**config.mk**
```make
export PLATFORM = sky130hd
export DESIGN_NAME = scan_code_dedupe_filter
export DESIGN_NICKNAME = d
export VERILOG_FILES = /design/src/scdf_pkg.sv /design/src/scdf_datapath.sv /design/src/scdf_ctrl.sv /design/src/scan_code_dedupe_filter.sv
export SDC_FILE = /design/constraint.sdc
export NUM_CORES = 1
export LEC_CHECK = 0
export ABC_AREA = 1
export BUFFER_PORTS_ARGS = -buffer_cell sky130_fd_sc_hd__clkbuf_2
export CAP_MARGIN = 5
export CORE_MARGIN = 2
export CORE_UTILIZATION = 55
export CTS_CLUSTER_SIZE = 12
export DETAILED_ROUTE_END_ITERATION = 8
export GPL_ROUTABILITY_DRIVEN = 0
export HOLD_SLACK_MARGIN = 0.15
export PLACE_DENSITY = 0.71
export SETUP_SLACK_MARGIN = 0.4
export SLEW_MARGIN = 20
export SYNTH_ARGS = -nofsm -noshare
export SYNTH_HDL_FRONTEND = slang
export SYNTH_SLANG_ARGS = --single-unit
```
**constraint.sdc**
```tcl
create_clock -name aclk -period 5.6 [get_ports aclk]
set_input_delay 1.12 -clock aclk [delete_from_list [all_inputs] [get_ports aclk]]
set_output_delay 1.12 -clock aclk [all_outputs]
set_load 0.1 [all_outputs]
```
**src/scdf_pkg.sv**
```systemverilog
`timescale 1ns / 1ps
// ----------------------------------------------------------------------------
// scdf_pkg
// Shared types, codes and constants of the scan code dedupe filter.
// ----------------------------------------------------------------------------
package scdf_pkg;

    localparam int BYTE_W   = 8;
    localparam int VALUE_W  = 20;
    localparam int STATUS_W = 2;
    localparam int SLOT_W   = 5;

    localparam int DEF_HISTORY_DEPTH = 20;
    localparam int DEF_LINE_LIMIT    = 20;
    localparam int DEF_CODE_DIGITS   = 6;

    localparam logic [BYTE_W-1:0] TERM_RESET = 8'd13;
    localparam logic [BYTE_W-1:0] ASCII_ZERO = 8'h30;
    localparam logic [BYTE_W-1:0] ASCII_NINE = 8'h39;

    typedef enum logic [STATUS_W-1:0] {
        RES_ACCEPT = 2'd0,
        RES_LENGTH = 2'd1,
        RES_DIGIT  = 2'd2,
        RES_DUP    = 2'd3
    } res_code_t;

    typedef enum logic [2:0] {
        S_IDLE,
        S_SEARCH,
        S_DRAIN,
        S_DECIDE,
        S_EMIT
    } ctrl_state_t;

    // Commands from the controller to the datapath.
    typedef struct packed {
        logic byte_step;   // take a non-terminator byte into the line
        logic term_take;   // terminator taken: stage early result, arm search
        logic search_step; // read one history entry
        logic decide;      // settle duplicate or accept, write history
        logic emit;        // load the output register and restart the line
    } dp_cmd_t;

    // Status from the datapath to the controller.
    typedef struct packed {
        logic is_term;      // incoming byte matches the terminator
        logic quick_reject; // line fails length or digit check
        logic last_addr;    // search address is at the last entry
    } dp_sts_t;

endpackage

```
**src/scdf_datapath.sv**
```systemverilog
`timescale 1ns / 1ps
// ----------------------------------------------------------------------------
// scdf_datapath
// Line collector, history memory with search compare, result and output regs.
// ----------------------------------------------------------------------------
module scdf_datapath
    import scdf_pkg::*;
#(
    parameter int HISTORY_DEPTH = DEF_HISTORY_DEPTH,
    parameter int LINE_LIMIT    = DEF_LINE_LIMIT,
    parameter int CODE_DIGITS   = DEF_CODE_DIGITS
) (
    input  logic                aclk,
    input  logic                aresetn,
    input  logic                cfg_wr_en,
    input  logic [BYTE_W-1:0]   cfg_wr_data,
    input  logic [BYTE_W-1:0]   rx_byte,
    input  dp_cmd_t             cmd,
    output dp_sts_t             sts,
    output logic [VALUE_W-1:0]  code_value,
    output logic [STATUS_W-1:0] status,
    output logic [SLOT_W-1:0]   slot_written
);

    localparam int CNT_MAX = (LINE_LIMIT > CODE_DIGITS) ? LINE_LIMIT : CODE_DIGITS;
    localparam int CW      = $clog2(CNT_MAX + 1);
    localparam int AW      = (HISTORY_DEPTH > 1) ? $clog2(HISTORY_DEPTH) : 1;

    logic [BYTE_W-1:0]   term_reg;

    logic [CW-1:0]       cc_reg, cc_next;
    logic                zs_reg, zs_next;
    logic [CW-1:0]       fz_reg, fz_next;
    logic [VALUE_W-1:0]  acc_reg, acc_next;
    logic                ok_reg, ok_next;

    logic                restart;
    logic [CW-1:0]       base_cc;
    logic                base_zs;
    logic [CW-1:0]       base_fz;
    logic [VALUE_W-1:0]  base_acc;
    logic                base_ok;
    logic                is_digit;
    logic [CW-1:0]       line_len;
    logic                len_bad;

    logic [VALUE_W-1:0]  hist_mem [HISTORY_DEPTH];
    logic [HISTORY_DEPTH-1:0] hv_reg;
    logic [AW-1:0]       wp_reg;
    logic [AW-1:0]       addr_reg;
    logic [VALUE_W-1:0]  rd_raw_reg;
    logic                rd_vld_reg;
    logic                cmp_vld_reg;
    logic                match_reg;
    logic [VALUE_W-1:0]  entry;
    logic                hit;

    logic [STATUS_W-1:0] res_status_reg;
    logic [VALUE_W-1:0]  res_code_reg;
    logic [SLOT_W-1:0]   res_slot_reg;
    logic [VALUE_W-1:0]  out_code_reg;
    logic [STATUS_W-1:0] out_status_reg;
    logic [SLOT_W-1:0]   out_slot_reg;

    always_ff @(posedge aclk) begin
        if (!aresetn) begin
            term_reg <= TERM_RESET;
        end else if (cfg_wr_en) begin
            term_reg <= cfg_wr_data;
        end
    end

    // A byte arriving on a full line restarts it and becomes position zero.
    always_comb begin
        restart  = (cc_reg >= CW'(LINE_LIMIT));
        base_cc  = restart ? '0 : cc_reg;
        base_zs  = restart ? 1'b0 : zs_reg;
        base_fz  = restart ? '0 : fz_reg;
        base_acc = restart ? '0 : acc_reg;
        base_ok  = restart ? 1'b1 : ok_reg;
        is_digit = (rx_byte >= ASCII_ZERO) && (rx_byte <= ASCII_NINE);

        zs_next  = base_zs;
        fz_next  = base_fz;
        acc_next = base_acc;
        ok_next  = base_ok;
        if ((rx_byte == '0) && !base_zs) begin
            zs_next = 1'b1;
            fz_next = base_cc;
        end
        if (base_cc < CW'(CODE_DIGITS)) begin
            if (is_digit) begin
                acc_next = (base_acc << 3) + (base_acc << 1)
                         + VALUE_W'(rx_byte - ASCII_ZERO);
            end else begin
                ok_next = 1'b0;
            end
        end
        cc_next = base_cc + 1'b1;
    end

    always_ff @(posedge aclk) begin
        if (!aresetn || cmd.emit) begin
            cc_reg  <= '0;
            zs_reg  <= 1'b0;
            fz_reg  <= '0;
            acc_reg <= '0;
            ok_reg  <= 1'b1;
        end else if (cmd.byte_step) begin
            cc_reg  <= cc_next;
            zs_reg  <= zs_next;
            fz_reg  <= fz_next;
            acc_reg <= acc_next;
            ok_reg  <= ok_next;
        end
    end

    assign line_len = zs_reg ? fz_reg : cc_reg;
    assign len_bad  = (line_len != CW'(CODE_DIGITS));

    // History store. Entries never written read as zero through the valid bits.
    always_ff @(posedge aclk) begin
        if (cmd.decide && !hit && !match_reg) begin
            hist_mem[wp_reg] <= acc_reg;
        end
        rd_raw_reg <= hist_mem[addr_reg];
    end

    assign entry = rd_vld_reg ? rd_raw_reg : '0;
    assign hit   = cmp_vld_reg && (entry == acc_reg);

    always_ff @(posedge aclk) begin
        if (!aresetn) begin
            hv_reg      <= '0;
            wp_reg      <= '0;
            addr_reg    <= '0;
            rd_vld_reg  <= 1'b0;
            cmp_vld_reg <= 1'b0;
            match_reg   <= 1'b0;
        end else begin
            cmp_vld_reg <= cmd.search_step;
            rd_vld_reg  <= hv_reg[addr_reg];
            if (cmd.term_take) begin
                addr_reg  <= '0;
                match_reg <= 1'b0;
            end else begin
                if (cmd.search_step) begin
                    addr_reg <= addr_reg + 1'b1;
                end
                if (hit) begin
                    match_reg <= 1'b1;
                end
            end
            if (cmd.decide && !match_reg) begin
                hv_reg[wp_reg] <= 1'b1;
                wp_reg <= (wp_reg == AW'(HISTORY_DEPTH - 1)) ? '0 : wp_reg + 1'b1;
            end
        end
    end

    always_ff @(posedge aclk) begin
        if (cmd.term_take) begin
            res_status_reg <= len_bad ? RES_LENGTH : RES_DIGIT;
            res_code_reg   <= '0;
            res_slot_reg   <= '0;
        end else if (cmd.decide) begin
            res_code_reg <= acc_reg;
            if (match_reg) begin
                res_status_reg <= RES_DUP;
                res_slot_reg   <= '0;
            end else begin
                res_status_reg <= RES_ACCEPT;
                res_slot_reg   <= SLOT_W'(wp_reg);
            end
        end
        if (cmd.emit) begin
            out_code_reg   <= res_code_reg;
            out_status_reg <= res_status_reg;
            out_slot_reg   <= res_slot_reg;
        end
    end

    assign sts.is_term      = (rx_byte == term_reg);
    assign sts.quick_reject = len_bad || !ok_reg;
    assign sts.last_addr    = (addr_reg == AW'(HISTORY_DEPTH - 1));

    assign code_value   = out_code_reg;
    assign status       = out_status_reg;
    assign slot_written = out_slot_reg;

endmodule

```
**src/scdf_ctrl.sv**
```systemverilog
`timescale 1ns / 1ps
// ----------------------------------------------------------------------------
// scdf_ctrl
// Sequencer for line intake, history search and result hand-off.
// ----------------------------------------------------------------------------
module scdf_ctrl
    import scdf_pkg::*;
(
    input  logic    aclk,
    input  logic    aresetn,
    input  logic    in_valid,
    output logic    in_ready,
    output logic    out_valid,
    input  logic    out_ready,
    input  dp_sts_t sts,
    output dp_cmd_t cmd
);

    ctrl_state_t state_reg, state_next;
    logic        out_valid_reg, out_valid_next;
    logic        out_free;

    always_ff @(posedge aclk) begin
        if (!aresetn) begin
            state_reg     <= S_IDLE;
            out_valid_reg <= 1'b0;
        end else begin
            state_reg     <= state_next;
            out_valid_reg <= out_valid_next;
        end
    end

    assign out_free = !out_valid_reg || out_ready;

    always_comb begin
        state_next = state_reg;
        cmd        = '0;
        in_ready   = 1'b0;
        case (state_reg)
            S_IDLE: begin
                in_ready = 1'b1;
                if (in_valid) begin
                    if (sts.is_term) begin
                        cmd.term_take = 1'b1;
                        state_next = sts.quick_reject ? S_EMIT : S_SEARCH;
                    end else begin
                        cmd.byte_step = 1'b1;
                    end
                end
            end
            S_SEARCH: begin
                cmd.search_step = 1'b1;
                if (sts.last_addr) begin
                    state_next = S_DRAIN;
                end
            end
            S_DRAIN: begin
                // The compare of the last entry settles during this cycle.
                state_next = S_DECIDE;
            end
            S_DECIDE: begin
                cmd.decide = 1'b1;
                state_next = S_EMIT;
            end
            S_EMIT: begin
                if (out_free) begin
                    cmd.emit   = 1'b1;
                    state_next = S_IDLE;
                end
            end
            default: begin
                state_next = S_IDLE;
            end
        endcase
    end

    always_comb begin
        if (cmd.emit) begin
            out_valid_next = 1'b1;
        end else if (out_ready) begin
            out_valid_next = 1'b0;
        end else begin
            out_valid_next = out_valid_reg;
        end
    end

    assign out_valid = out_valid_reg;

endmodule

```
**src/scan_code_dedupe_filter.sv**
```systemverilog
`timescale 1ns / 1ps
// ----------------------------------------------------------------------------
// scan_code_dedupe_filter
// Collects scanner bytes into lines and reports each terminated line as an
// accepted new code, a wrong-length line, a non-digit line or a duplicate.
// ----------------------------------------------------------------------------
//   Channel  Direction  Ports                                       Handshake
//   s_       in         s_rx_byte                                   s_valid / s_ready
//   m_       out        m_code_value, m_status, m_slot_written      m_valid / m_ready
//   cfg_     in         cfg_wr_data (terminator byte)               cfg_wr_en
//
// Non-terminator beats are taken back to back while idle. A terminator that
// fails the length or digit check has its result staged on acceptance; one
// that passes walks the history memory one entry per cycle through its single
// read port, then the drain and decide states register its result.
// Reset clears the history through per-entry valid bits at once; no sweep.
// A stalled result holds in the output register; the next line's bytes are
// taken meanwhile, and a further terminator is taken but its result waits.
// ----------------------------------------------------------------------------
module scan_code_dedupe_filter
    import scdf_pkg::*;
#(
    parameter int HISTORY_DEPTH = DEF_HISTORY_DEPTH,
    parameter int LINE_LIMIT    = DEF_LINE_LIMIT,
    parameter int CODE_DIGITS   = DEF_CODE_DIGITS
) (
    input  logic                aclk,
    input  logic                aresetn,
    input  logic                cfg_wr_en,
    input  logic [BYTE_W-1:0]   cfg_wr_data,
    input  logic                s_valid,
    output logic                s_ready,
    input  logic [BYTE_W-1:0]   s_rx_byte,
    output logic                m_valid,
    input  logic                m_ready,
    output logic [VALUE_W-1:0]  m_code_value,
    output logic [STATUS_W-1:0] m_status,
    output logic [SLOT_W-1:0]   m_slot_written
);

    dp_cmd_t cmd;
    dp_sts_t sts;

    scdf_ctrl u_ctrl (
        .aclk      (aclk),
        .aresetn   (aresetn),
        .in_valid  (s_valid),
        .in_ready  (s_ready),
        .out_valid (m_valid),
        .out_ready (m_ready),
        .sts       (sts),
        .cmd       (cmd)
    );

    scdf_datapath #(
        .HISTORY_DEPTH (HISTORY_DEPTH),
        .LINE_LIMIT    (LINE_LIMIT),
        .CODE_DIGITS   (CODE_DIGITS)
    ) u_datapath (
        .aclk         (aclk),
        .aresetn      (aresetn),
        .cfg_wr_en    (cfg_wr_en),
        .cfg_wr_data  (cfg_wr_data),
        .rx_byte      (s_rx_byte),
        .cmd          (cmd),
        .sts          (sts),
        .code_value   (m_code_value),
        .status       (m_status),
        .slot_written (m_slot_written)
    );

endmodule

```
==> Yosys cells after proc, flatten, opt, wreduce, memory -nomap -nowiden <==
Memories as Yosys holds them, arrays and structs flattened. A register that Yosys moved wholly into a read port is not among the register bits.
Cells that the tools add are included.
Widths: inputs -> output; s select.
{ "classes": {"n_addsub": 6, "n_mul": 0, "div": 0, "magnitude_cmp": 7, "n_eq_ne": 13, "shift": 0, "mux": 42, "bitwise": 2, "reduce_logical": 24} }
{ "ops": {"columns": ["operator", "count"], "rows": [
  ["$mux 20", 4],
  ["$add 20x20->20", 2],
  ["$mux 5", 6],
  ["$eq 20x20->1", 1],
  ["$or 20x20->20", 1],
  ["$mux 1", 18],
  ["$add 5x1->5 const B", 3],
  ["$mux 3", 5],
  ["$pmux 3 s5", 1],
  ["$lt 5x6->1 const B", 2],
  ["$mux 2", 6],
  ["$eq 5x5->1 const B", 2],
  ["$sub 8x6->9 const B", 1],
  ["$eq 8x8->1", 1],
  ["$ge 8x6->1 const B", 1],
  ["$le 8x6->1 const B", 1],
  ["$logic_not 8->1", 1],
  ["$logic_and 1x1->1", 7],
  ["$eq 3x2->1 const B", 2],
  ["$logic_not 1->1", 6],
  ["$ne 2x2->1 const B", 3],
  ["$reduce_bool 2->1", 3],
  ["$bmux 1 s5", 1],
  ["$demux 1 s5", 1],
  ["other kinds (13)", 15]
]} }
{ "totals": {"register_bits": 131, "latch_bits": 0, "mem_bits_rw": 400, "rom_bits": 0, "input_bits": 21, "output_inout_bits": 29, "memories": 1} }
{ "mem_list": {"columns": ["memory", "words", "width", "read_ports", "rd_ports_with_merged_regs", "write_ports", "line_no", "source"], "rows": [
  ["u_datapath.hist_mem", 20, 20, 1, 1, 1, "scdf_datapath.sv:47", "logic [VALUE_W-1:0] hist_mem [HISTORY_DEPTH];"]
]} }

==> Depth between registers and ports, before layout <==
Gate-level depths: netlist of the first run.
{ "logic_depth": {"word_depth": 8, "mapped_depth": 20} }

==> Hierarchy <==
From an unflattened synthesis of the first run, not the netlist that was laid out.
{ "hier_totals": {"cells_unflattened": 2250, "area_unflattened_um2": 23505.0} }
{ "modules_own_cells": {"columns": ["module", "n_inst", "cells_each", "area_each_um2", "seq_area_each_um2"], "rows": [
  ["scdf_datapath", 1, 2208, 23236.0, 15244.6],
  ["scdf_ctrl", 1, 42, 269.0, 80.1]
]} }

==> Least setup slack after synthesis of the first run <==
No wires, ideal clock.
{ "synth_timing": {"path_kind": "input -> register", "from": "in s_rx_byte[4]", "to": "reg u_datapath.acc_reg[18]", "setup_ns": 0.132, "arrival_ns": 3.627, "path_slack_ns": 1.841, "stages": 16, "path_buffers": 0, "cell_sequence": "ha_1 inv_1 nand2_1 fa_1 inv_1 ha_1 nand2_1 inv_1 a21oi_1 nand2_1 nand2_1 nand2_1 nand2_1 nand3_1 nand2_1 a21oi_1"} }
{ "synth_between": {"elab_chain_cells": 4} }
{ "synth_lines": {"columns": ["element", "line_no", "source"], "rows": [
  ["start: declaration", "scan_code_dedupe_filter.sv:33", "input logic [BYTE_W-1:0] s_rx_byte,"],
  ["$sub 8x6->9 (tied with other cells)", "scdf_datapath.sv:94", "+ VALUE_W'(rx_byte - ASCII_ZERO);"],
  ["$add 20x20->20 (tied with other cells)", "scdf_datapath.sv:94", null],
  ["$mux 20 / $mux 2 (equally long branches)", "scdf_datapath.sv:92, scdf_ctrl.sv:42", null],
  ["$mux 20 / $mux 2 (equally long branches)", "scdf_datapath.sv:91, scdf_ctrl.sv:39", null],
  ["end signal: assignment", "scdf_datapath.sv:113", "acc_reg <= acc_next;"],
  ["end: declaration", "scdf_datapath.sv:34", "logic [VALUE_W-1:0] acc_reg, acc_next;"]
]} }
Parallel ways exist; a longest one is shown, timed or not.
A chain may end at the register's enable or synchronous reset.

==> Final worst setup path of the first run <==
{ "layout_timing": {"from": "reg u_datapath.acc_reg[5]", "to": "mem u_datapath.hist_mem[3][16], enable pin"} }
{ "layout_between": {"elab_chain_cells": 7} }
{ "layout_lines": {"columns": ["element", "line_no", "source"], "rows": [
  ["$eq 20x20->1", "scdf_datapath.sv:130", "assign hit = cmp_vld_reg && (entry == acc_reg);"],
  ["$logic_and 1x1->1", "scdf_datapath.sv:130", null],
  ["$logic_not 1->1", "scdf_datapath.sv:123", "if (cmd.decide && !hit && !match_reg) begin"],
  ["$logic_and 1x1->1 (2 in a row)", "scdf_datapath.sv:123", null],
  ["$mux 1", "scdf_datapath.sv:123", null],
  ["$mux 1 (implied by the code)", "scdf_datapath.sv:124", "hist_mem[wp_reg] <= acc_reg;"],
  ["end: declaration", "scdf_datapath.sv:47", null]
]} }
Every way passes these cells.

==> results of run 1 <==
worst min path at each step:
stage                                                   startpoint                             endpoint  slack [ns]
after floorplan             u_datapath.res_status_reg[0]$_DFFE_PP_       u_datapath.status[0]$_DFFE_PP_        0.40
after global placement    u_datapath.res_code_reg[13]$_SDFFE_PP0N_  u_datapath.code_value[13]$_DFFE_PP_        0.41
after detailed placement    u_datapath.res_status_reg[1]$_DFFE_PP_       u_datapath.status[1]$_DFFE_PP_        0.42
after CTS                  u_datapath.res_code_reg[7]$_SDFFE_PP0N_   u_datapath.code_value[7]$_DFFE_PP_        0.43
after global routing       u_datapath.res_code_reg[2]$_SDFFE_PP0N_   u_datapath.code_value[2]$_DFFE_PP_        0.44
final                      u_datapath.res_code_reg[7]$_SDFFE_PP0N_   u_datapath.code_value[7]$_DFFE_PP_        0.43
power groups by stage:
stage	sequential [W]	combinational, W	clock (W)
after floorplan	0.00464	0.000322	0
after global placement	0.00463	0.000492	0
after detailed placement	0.00464	0.000507	0
after CTS	0.00455	0.000511	0.00351
after global routing	0.00455	0.000578	0.00367
final	0.00455	0.000515	0.00348
worst max-delay path: stages (launching register included):
cell      delay (ns)
dfxtp_1         1.09
o22ai_1         0.21
nor2_1          0.16
nand4_1         0.09
nor2_1          0.09
nand3_1         0.63
nand2_1         0.24
clkinv_1        0.91
logic make-up (layout without fill, tap and decap cells):
group | Yosys count | in the layout
xor+xnor | 20 | 20
compound gates | 533 | 533
flops | 551 | 551
simple gates | 771 | 771
buf+inv | 309 | 383
fa+ha+maj | 44 | 44
Yosys cell counts:
master and count:
edfxtp_1 429, nand2_1 366, nor2_1 320, o21ai_0 269, inv_1 192, dfxtp_1 122, o22ai_1 106, a21oi_1 83
clkbuf_1 71, nand3_1 43, o21ai_1 37, ha_1 27, buf_2 26, a22o_1 19, fa_1 17, nand4_1 15
nor3_1 14, xor2_1 14, inv_2 6, xnor2_1 6, a31oi_1 5, buf_6 5, buf_4 4, a21boi_0 3
a21oi_2 3, nand2_2 3, a211oi_1 2, buf_1 2, nand3b_1 2, nor2_4 2, nor3_2 2, a21o_1 1
a31o_2 1, and2_1 1, clkbuf_2 1, clkinv_1 1, inv_4 1, nand2_4 1, nor2_2 1, o21a_1 1
o221ai_1 1, o311ai_0 1, o31ai_1 1, or2_1 1
layout make-up:
class,count,area share [%]
clock buffer,97,6.13
clock inverter,5,0.374
inverter,200,2.94
multi-input combinational,1368,26.5
sequential,551,59.5
tap,539,2.62
timing repair buffer,81,1.93
layer usage:
metal / track usage [%] / vias to the layer above
met5: 0 / -
met4: 12.3 / 0
met3: 4.13 / 120
met2: 42.6 / 677
met1: 36.0 / 8014
li1: - / 7749
stage by stage:
step | hold WS [ns] | cells | instance area (um^2)
final | 0.430 | 2841 | 25800
after global routing | 0.444 | 2841 | 25800
after CTS | 0.435 | 2841 | 25800
after detailed placement | 0.416 | 2739 | 24100
after global placement | 0.415 | 2739 | 24100
after floorplan | 0.400 | 2228 | 23400
==> impl_metrics.json, run 1 <==
{
  "status": "complete, no violations",
  "power_w": 0.00855,
  "die-area_um2": 44200,
  "syn2layout_area_growth_pct": 10.2,
  "pwr-share-comb_pct": 6.0,
  "crit_start": "u_datapath.acc_reg[5]$_SDFFE_PP0P_",
  "drv_cap": 0,
  "die_h_um": 210,
  "fin_skew_ns": 0.0136,
  "synth_top_area_share_pct": 55.0,
  "die_w_um": 210,
  "slew_headroom_pct": 21.8,
  "grt_max_degree": 173,
  "setup_viol": 0,
  "yosys_warnings": 0,
  "r2r_cells": 7,
  "wl_met3_um": 4530,
  "fin_crit_ns": 4.05,
  "synth_xor_area_share_pct": 0.748,
  "p_sw_w": 0.00190,
  "crit_type": "flop to flop",
  "drt_iter0_markers": 1683,
  "r2r_slack_ns": 1.55,
  "drc": 0,
  "p_clk_share_pct": 40.7,
  "power_switching_share_pct": 22.2,
  "rows": 75,
  "cts_buffer_depth": 3,
  "drt_wl_total_um": 58300,
  "hpwlAfterDp_um": 33500,
  "synthMuxAreaShare_pct": 0,
  "viasPerCell": 5.83,
  "ctsHtreeMaxLevel": 2,
  "worstMarginPinSlew_ns": 1.17,
  "cts_resized": 0,
  "hp-class": "flop to flop",
  "vias": 16600,
  "p_seq_share_pct": 53.3,
  "finalCritPeriodShare_pct": 72.3,
  "netlist_area_um2": 23400,
  "top_layer": "met4",
  "ant_nets": 0,
  "regToRegStartpoint": "u_datapath.acc_reg[5]$_SDFFE_PP0P_",
  "fillCellCount": 3373,
  "internal-power_w": 0.00665,
  "grt_setup_unrepaired": "false",
  "port_buffers": 49,
  "fin_nets": 2321,
  "crit_end": "u_datapath.hist_mem[3][16]$_DFFE_PP_",
  "route.met2.wl_um": 27600,
  "yosysUniqueCellTypes": 44,
  "cp-end-kind": "flop",
  "cts_setup_buffers": 0,
  "routedWlPerCell_um": 20.5,
  "grt_pass1_wl_um": 89000,
  "worstSetupStartpointType": "flop",
  "synth-adder-area-share_pct": 2.90,
  "largest_reg_flops": 400,
  "antenna_found_initial": 0,
  "grt_pass1_vias": 15700,
  "clock_tree.root_cell": "clkbuf_16",
  "drv_slew": 0,
  "p_per_area_nw_per_um2": 331,
  "timing.rr.end": "u_datapath.hist_mem[3][16]$_DFFE_PP_",
  "ys_ff_latch": 551,
  "grt_use_total_pct": 26.5,
  "seq_area_frac_synth_pct": 65.5,
  "ff_latch_area_um2": 15300,
  "synth-simple-area-share_pct": 13.1,
  "synth_compound_gate_area_share_pct": 12.5,
  "hold_depth": 0,
  "drive_above_1_share_pct": 7.56,
  "worst_ir_drop_vdd_mv": 0.277,
  "synth_top_family_by_area": "simple AND/OR/NAND/NOR gates",
  "regMostFlops": "u_datapath.hist_mem",
  "finalHoldViolCount": 0,
  "overflow": 0,
  "n_antenna_cell": 0,
  "ys_top_cells_by_area": "edfxtp_1 (55%), dfxtp_1 (10%), nand2_1 (5.9%)",
  "final.setup.tns_ns": 0,
  "clkSinkCount": 551,
  "finish.utilization_pct": 61.5,
  "clk_latency_ns": 0.61,
  "pre_cts_ws_ns": 1.18,
  "core_um2": 41900,
  "fmaxAchievable_ghz": 0.247,
  "ctsHoldBuffers": 0,
  "cts_tree": "done",
  "syn_nets": 2293,
  "cp.arrival_ns": 4.04,
  "clk_pin_slew_ns": 0.06,
  "cts_buffers": 54,
  "required_ns": 5.59,
  "final_cell_mix": "edfxtp_1 (429), nand2_1 (366), nor2_1 (316), o21ai_0 (269), inv_1 (189)",
  "initial_core_util_pct": 55.8,
  "leakage_nw": 9.89,
  "synthCells": 2228,
  "synth_top_cell_by_area": "edfxtp_1",
  "drt-met1-wl_um": 23800,
  "multi_input_area_um2": 6840,
  "io-pin-count": 50,
  "syn_avg_cell_area_um2": 10.5,
  "final_common_cell": "edfxtp_1",
  "layout_setup_ws_ns": 1.55,
  "critPathMaxFanout": 25,
  "first_pass_iters": 6
}
Note: power is estimated with default switching activity, not from simulation.
==> inputs of run 2 (changes only) <==
- PLACE_DENSITY: 0.71 -> 0.74
- clock period: 5.6 -> 3.4 ns (I/O delays scaled with it)
==> run 2 against run 1 <==
Cell count grew 1.3%; global-route usage increased by 0.72 points; worst hold slack worse by 0.12 ns; die area unchanged; first-iteration DRC count is 14% higher; non-clock buffer count rose by 42; power increased by 65%; utilization increased by 1.2 points; largest cell class unchanged; largest power group unchanged.
==> impl_metrics.json, run 2 (synthesis gave the netlist of run 1 again) <==
{
  "antenna_found_initial": 0,
  "ctsHoldBuffers": 0,
  "fin_skew_ns": 0.0108,
  "fin_crit_ns": 2.84,
  "rows": 75,
  "place_area_um2": 24400,
  "worst_ir_drop_vdd_mv": 0.450,
  "routedWlPerCell_um": 20.9,
  "leakage_nw": 10.1,
  "pre_cts_ws_ns": 0.0715,
  "max_stage_delay_ns": 0.53,
  "r2r_slack_ns": 0.56,
  "grt_use_total_pct": 27.3,
  "grt_setup_unrepaired": "true",
  "crit_buf_inv": 3,
  "worstMarginPinSlew_ns": 1.05,
  "post-route-cell-area_um2": 26300,
  "die-area_um2": 44200,
  "drt_iter0_markers": 1926,
  "die_w_um": 210,
  "drv_slew": 0,
  "final.setup.tns_ns": 0,
  "clkSinkCount": 551,
  "min_to": "u_datapath.term_reg[3]$_SDFFE_PN1P_",
  "fillCellCount": 3180,
  "clk_pin_slew_ns": 0.06,
  "die_h_um": 210,
  "top_layer": "met4",
  "finalHoldViolCount": 0,
  "grt_pass1_wl_um": 91700,
  "fmaxAchievable_ghz": 0.352,
  "ff_latch_area_um2": 15300,
  "viasPerCell": 5.91,
  "regMostFlops": "u_datapath.hist_mem",
  "ant_nets": 0,
  "core_um2": 41900,
  "drv_cap": 0,
  "first_pass_iters": 6,
  "route.met2.wl_um": 28400,
  "syn2layout_area_growth_pct": 12.2,
  "drive_above_1_share_pct": 10.8,
  "vias": 17000,
  "cts_buffers": 55,
  "setup_viol": 0,
  "required_ns": 3.87,
  "n_antenna_cell": 0,
  "p_per_area_nw_per_um2": 536,
  "io-pin-count": 50,
  "grt_pass1_vias": 16300,
  "hold_depth": 3,
  "drc": 0,
  "overflow": 0,
  "slew_headroom_pct": 30.0,
  "cp-end-kind": "flop",
  "status": "complete, no violations",
  "cts_tree": "done",
  "critPathSlowestCell": "fa_1",
  "cpMostUsedCell": "nand2_1",
  "wl_met3_um": 5600,
  "critPathMaxFanout": 8,
  "finalCritPeriodShare_pct": 83.6,
  "port_buffers": 49,
  "regToRegStartpoint": "u_datapath.cc_reg[2]$_SDFFE_PP0P_",
  "cts_buffer_depth": 3,
  "clock_tree.root_cell": "clkbuf_16",
  "path_delay_family": "adder cells",
  "fin_nets": 2364,
  "timing.rr.end": "u_datapath.acc_reg[12]$_SDFFE_PP0P_",
  "r2r_cells": 16,
  "hp-class": "primary input to flop",
  "initial_core_util_pct": 55.8,
  "crit_type": "flop to flop",
  "drt-met1-wl_um": 23500,
  "crit_start": "u_datapath.cc_reg[2]$_SDFFE_PP0P_",
  "ctsHtreeMaxLevel": 2,
  "grt_max_degree": 214,
  "final_cell_mix": "edfxtp_1 (429), nand2_1 (358), nor2_1 (309), o21ai_0 (266), inv_1 (189)",
  "drt_wl_total_um": 60100,
  "largest_reg_flops": 400,
  "hp-start": "cfg_wr_data[3]",
  "worstSetupStartpointType": "flop",
  "final_common_cell": "edfxtp_1",
  "hpwlAfterDp_um": 34700,
  "multi_input_area_um2": 7020,
  "clk_latency_ns": 0.60,
  "path_cells": "o21ai_2, buf_6, nand2_1, fa_1, inv_1, ha_1, nand2_1, inv_1, a21oi_2, nand2_2, nand2_1, nand2_1, nand2_1, nand3_1, nand2_1, a21oi_1",
  "layout_setup_ws_ns": 0.558,
  "cp.arrival_ns": 3.31
}
run 2: worst max-delay path by stage:
stage                                                      to  slack [ns]  cells after the start
final                     u_datapath.acc_reg[12]$_SDFFE_PP0P_        0.56                     16
after global routing      u_datapath.acc_reg[16]$_SDFFE_PP0P_        0.36                     18
after detailed placement  u_datapath.acc_reg[10]$_SDFFE_PP0P_        0.07                     15
after CTS                 u_datapath.acc_reg[15]$_SDFFE_PP0P_        0.43                     17
after global placement    u_datapath.acc_reg[11]$_SDFFE_PP0P_        0.15                     16
after floorplan           u_datapath.acc_reg[18]$_SDFFE_PP0P_        0.42                     16
run 2: through the flow:
stage / util [%] / hold slack, ns / instances / total power [W]
global placement: 58.2 / 0.415 / 2774 / 0.00845
floorplan: - / 0.400 / 2228 / 0.00818
detailed placement: 58.2 / 0.412 / 2774 / 0.00848
finish: 62.6 / 0.312 / 2877 / 0.0141
global route: 62.6 / 0.341 / 2877 / 0.0145
CTS: 62.1 / 0.292 / 2872 / 0.0140
run 2: final cells by class:
cell class,instances,area share [%]
inverters,200,2.89
flip-flops and latches,551,58.4
clock buffers,87,5.87
clock inverters,9,0.371
repair buffers,123,3.21
well taps,539,2.57
multi-input cells,1368,26.7
run 2: metal layers:
metal  vias to the layer above  GRT usage, %
li1                       7835             -
met1                      8126          36.7
met2                       869          44.3
met3                       163          4.57
met4                         0          11.4
met5                         -             0
run 2: report_power, final:
part           internal [W]  switching [W]
logic              0.000321       0.000655
registers           0.00740      0.0000639
clock network       0.00323        0.00241
total                0.0110        0.00313
run 2: repair_timing:
action                                 in CTS  in global routing
endpoints found under the hold margin       0                  0
setup endpoints to repair                  10                 14
pin swaps                                   1                  6
gates cloned                                0                  1
setup buffers                               2                  4
gates resized for setup                     6                 43
run 2: tightest hold or removal path: stages:
cell and delay [ns]:
clkbuf_2 0.08, a21oi_1 0.05, o21ai_0 0.06
